==> src/rtl/core/bpst_pkg.sv <==
// Shared constants, types and helper functions of the bit-packed sum tree.
`timescale 1ns / 1ps
package bpst_pkg;

  localparam int TreeDepth = 16;
  localparam int HeapAw    = TreeDepth - 4;
  localparam int HeapWords = 1 << HeapAw;
  localparam int OffW      = TreeDepth + 4;
  localparam int IdW       = 17;
  localparam int DepthW    = 5;
  localparam int ValW      = 17;
  localparam int CntW      = 5;
  localparam logic [63:0] HeapWord0 = 64'(1) << TreeDepth;

  typedef enum logic [2:0] {
    ModeReset    = 3'd0,
    ModeWrite    = 3'd1,
    ModeReduce   = 3'd2,
    ModeReadNode = 3'd3,
    ModeReadWord = 3'd4
  } mode_e;

  typedef struct packed {
    logic [HeapAw-1:0] lo;
    logic [HeapAw-1:0] hi;
    logic [5:0]        sh;
    logic [6:0]        nlo;
    logic [CntW-1:0]   nhi;
  } field_map_t;

  function automatic logic [63:0] low_ones(input logic [6:0] n);
    logic [63:0] r;
    if (n >= 7'd64) r = '1;
    else r = (64'(1) << n) - 64'(1);
    return r;
  endfunction

  function automatic logic [CntW-1:0] node_width(input logic [DepthW-1:0] d);
    return CntW'(TreeDepth + 1) - d;
  endfunction

  function automatic logic [OffW-1:0] node_offset(input logic [IdW-1:0] id,
                                                  input logic [DepthW-1:0] d);
    logic [OffW-1:0] base;
    base = OffW'(2) << d;
    return base + OffW'(id) * OffW'(node_width(d));
  endfunction

  // Leaf-area word after a reset to depth d: bit set at every stride 2^(D-d)
  // in the upper half of the leaf area, everything else clear.
  function automatic logic [63:0] fill_word(input logic [HeapAw-1:0] w,
                                            input logic [DepthW-1:0] d);
    logic [63:0]       r;
    logic [HeapAw+5:0] p;
    logic [HeapAw+5:0] m;
    m = (HeapAw+6)'((64'(1) << (DepthW'(TreeDepth) - d)) - 64'(1));
    for (int b = 0; b < 64; b++) begin
      p = {w, 6'(b)};
      r[b] = (w[HeapAw-1:HeapAw-2] == 2'b11) && ((p & m) == '0);
    end
    return r;
  endfunction

endpackage

==> src/rtl/core/bpst_field.sv <==
// Maps a packed field (bit offset, bit count) onto its one or two heap words.
`timescale 1ns / 1ps
module bpst_field
  import bpst_pkg::*;
(
  input  logic [OffW-1:0] off_i,
  input  logic [CntW-1:0] cnt_i,
  output field_map_t      map_o
);

  logic [6:0] room;
  logic [6:0] nlo;

  always_comb begin
    map_o.lo  = off_i[HeapAw+5:6];
    map_o.hi  = (map_o.lo == HeapAw'(HeapWords - 1)) ? map_o.lo : map_o.lo + HeapAw'(1);
    map_o.sh  = off_i[5:0];
    room      = 7'd64 - 7'(off_i[5:0]);
    nlo       = (room < 7'(cnt_i)) ? room : 7'(cnt_i);
    map_o.nlo = nlo;
    map_o.nhi = cnt_i - CntW'(nlo);
  end

endmodule

==> config.mk <==
export PLATFORM = sky130hd
export DESIGN_NAME = bpst_field
export DESIGN_NICKNAME = d
export VERILOG_FILES = /design/src/rtl/core/bpst_pkg.sv /design/src/rtl/core/bpst_field.sv
export SDC_FILE = /design/constraint.sdc
export NUM_CORES = 1
export LEC_CHECK = 0
export BUFFER_PORTS_ARGS = -buffer_cell sky130_fd_sc_hd__buf_2
export CORE_MARGIN = 8
export CORE_UTILIZATION = 44
export DETAILED_ROUTE_END_ITERATION = 12
export PLACE_DENSITY = 0.95
export SLEW_MARGIN = 10
export SYNTH_ARGS = -nofsm -noshare
export SYNTH_HDL_FRONTEND = slang
export SYNTH_SLANG_ARGS = --single-unit
==> constraint.sdc <==
create_clock -name vclk -period 4.96
set_input_delay 0.496 -clock vclk [all_inputs]
set_output_delay 0.496 -clock vclk [all_outputs]
set_load 0.005 [all_outputs]
==> summary.md <==
| Metric | Value |
|---|---|
| Type of destination of the critical path | `output port` |
| Nets | `191` |
| Core ar. | `between 1500 and 2000 um2` |
| Seq_cells | `0` |
| Final total negative setup slack | `0 ns` |
| Post-synth top area share | `0.188` |
| Overall die width | `slightly below 60 um` |
| Die area | `~3400 um2` |
| Fraction of the cycle the final worst path needs | `0.824` |
| Number of antenna violations at the first check in global routing | `0` |
| Crit start category | `input port` |
| Maximum number of pins on one net before global-route repair | `9` |
| Final ANT Viol Nets | `0` |
| Detail Placement HPWL | `2090 um` |
| Result of the run | `finished, final reports clean` |
| Non-Filler Cell Area, Final | `990 um2` |
| Post-Synthesis Cells | `110` |
| Worst Hold Launch | `off_i[5]` |
| Fraction of layout cells with a size suffix above 1 | `0.438` |
| Critical Path Fanout Max | `8` |
| Most common cell after layout, fill and taps aside | `buf_2` |
| Via-per-instance ratio | `4.91` |
| Source of the critical timing path | `off_i[0]` |
| Final Util | `0.573` |
| IR Drop Worst-Case VDD | `slightly above 0.00007 V` |
| RSZ-0062 raised after global routing | `no` |
| Input/output buffers | `between 60 and 70` |
| Most frequent cells in the layout | `buf_2, inv_1, xnor2_1` |
| Die Y-Extent | `between 50 and 60 um` |
| Max Freq | `approximately 240 MHz` |
| 1st-pass router iterations | `4` |
| Top post-synthesis cells by area | `buf_4, ha_1, xnor2_1` |
| Worst endpoint data arrival time | `roughly 3.6 ns` |
| I/O Pins | `67` |
| Number of slew-limit violations in the final report | `0` |
| Synth unique cells | `31` |
| Storage element area | `0 um2` |
| Area growth, synth to finish | `23.6%` |
| Max-cap violations | `0` |
| Clk_buf instances | `0` |
| Detailed Route Iter0 Violations | `13` |
| Drt total wl | `2280 um` |
| Initial cell density of the core | `0.464` |
| Pwr Density | `between 100 and 150 nW/um2` |
| Inserted Diodes | `0` |
| Remaining global-route overflow | `0` |
| Area post-placement | `990 um2` |
| Overall global routing resource usage | `0.121` |
| Via count of the first global-routing pass | `about 880` |
| Wire per inst | `between 10 and 15 um` |
| Total via count in the routed design | `slightly below 900` |
| Endpoint required time on the critical path | `around 4.5 ns` |
| Area leader, netlist | `buf_4` |
| Hold crit path type | `in2out` |
| Synthesized area per cell | `~7.3 um2` |
| First-pass GRT wire length | `between 3000 and 4000 um` |
| Remaining routing DRC violations | `0` |
| Post-Syn Area | `801 um2` |
| Time the final worst path needs with I/O delays and setup | `approximately 4 ns` |
| Number of gates given a new drive strength after cts | `0` |
| Setup violations, final | `0` |
| Sequential cell area fraction in the yosys report | `0` |
| Final-report hold violation count | `0` |
| CTS Hold Buffers Added | `0` |
| Critical path class | `in2out` |
| Standby leakage power | `0.553 nW` |
| Post-CTS Setup Bufs | `0` |
| Final weighted congestion in routability-driven placement | `0.770` |
| Count of standard-cell rows | `15` |
| Ys Warns | `0` |
## per-layer routing
metal | vias to the layer above | part of all wire | global-route usage
li1 | 440 | - | -
met1 | 399 | 0.37 | 0.112
met2 | 35 | 0.55 | 0.265
met3 | 0 | 0.079 | 0.0326
met4 | 0 | 0 | 0
met5 | - | 0 | 0
## cell usage after synthesis
cell and number:
a31oi_1 2, nor3b_1 1, nor4_1 1, a21oi_1 4, ha_1 10, buf_6 1
fa_1 1, xnor2_1 11, a211oi_1 1, and3_1 2, nor2_1 2, o21ai_0 2
and4_1 1, conb_1 1, buf_4 20, o221a_1 1, or4_4 1, nand4_1 3
xor2_1 2, mux2i_1 3, nand3_1 6, or2b_2 1, nand2_1 5, mux2_2 2
nand2b_1 1, o211ai_1 1, o21a_1 4, nor3_1 2, a21o_1 2, inv_1 15
nand3b_1 1
## final timing paths
check	endpoint	slack [ns]	depth (start not counted)
worst max-delay path	map_o[4]	0.87	16
worst min-delay path	map_o[17]	1.20	2
## critical path, cell delays in order
cell and delay, ns:
buf_2 0.13, inv_1 0.06, ha_1 0.19, nor3b_1 0.25, xnor2_1 0.23, ha_1 0.32
a21oi_1 0.16, o221a_1 0.39, o21ai_0 0.18, ha_1 0.24, fa_1 0.41, inv_1 0.08
a21o_1 0.10, a21oi_1 0.07, xnor2_1 0.15, buf_2 0.13
## area by class of cell
class / instances / area, um2
repair buffers: 63 / 315
inverters: 15 / 56.3
well taps: 25 / 31.3
fillers: 172 / 737
multi-input cells: 75 / 587
## metrics by stage
| stage | worst slack [ns] | instances | total power, mW | hold slack, ns |
|---|---|---|---|---|
| after global placement | 1.01 | 178 | 0.110 | 1.19 |
| final | 0.871 | 178 | 0.113 | 1.20 |
| after detailed placement | 0.873 | 178 | 0.115 | 1.20 |
| after global routing | 0.500 | 178 | 0.128 | 1.21 |
| after CTS | 0.860 | 178 | 0.116 | 1.20 |
| after floorplan | 1.46 | 111 | 0.0722 | 1.05 |
## logic make-up (layout without fill, tap and decap cells)
| kind of cell | Yosys count | count (layout) | share of synthesized area |
|---|---|---|---|
| buffers and inverters | 36 | 78 | 0.272 |
| adder cells (fa/ha/maj) | 11 | 11 | 0.181 |
| other | 1 | 2 | 0.00468 |
| XOR/XNOR | 13 | 13 | 0.142 |
| multiplexers | 5 | 5 | 0.0656 |
| AND/OR/NAND/NOR | 27 | 27 | 0.192 |
| AO/OA/AOI/OAI | 17 | 17 | 0.142 |
## power by group
part	internal [mW]	switching [mW]
Combinational	0.0570	0.0565
Clock	0	0
Sequential	0	0
(Power assumes the default switching activity.)
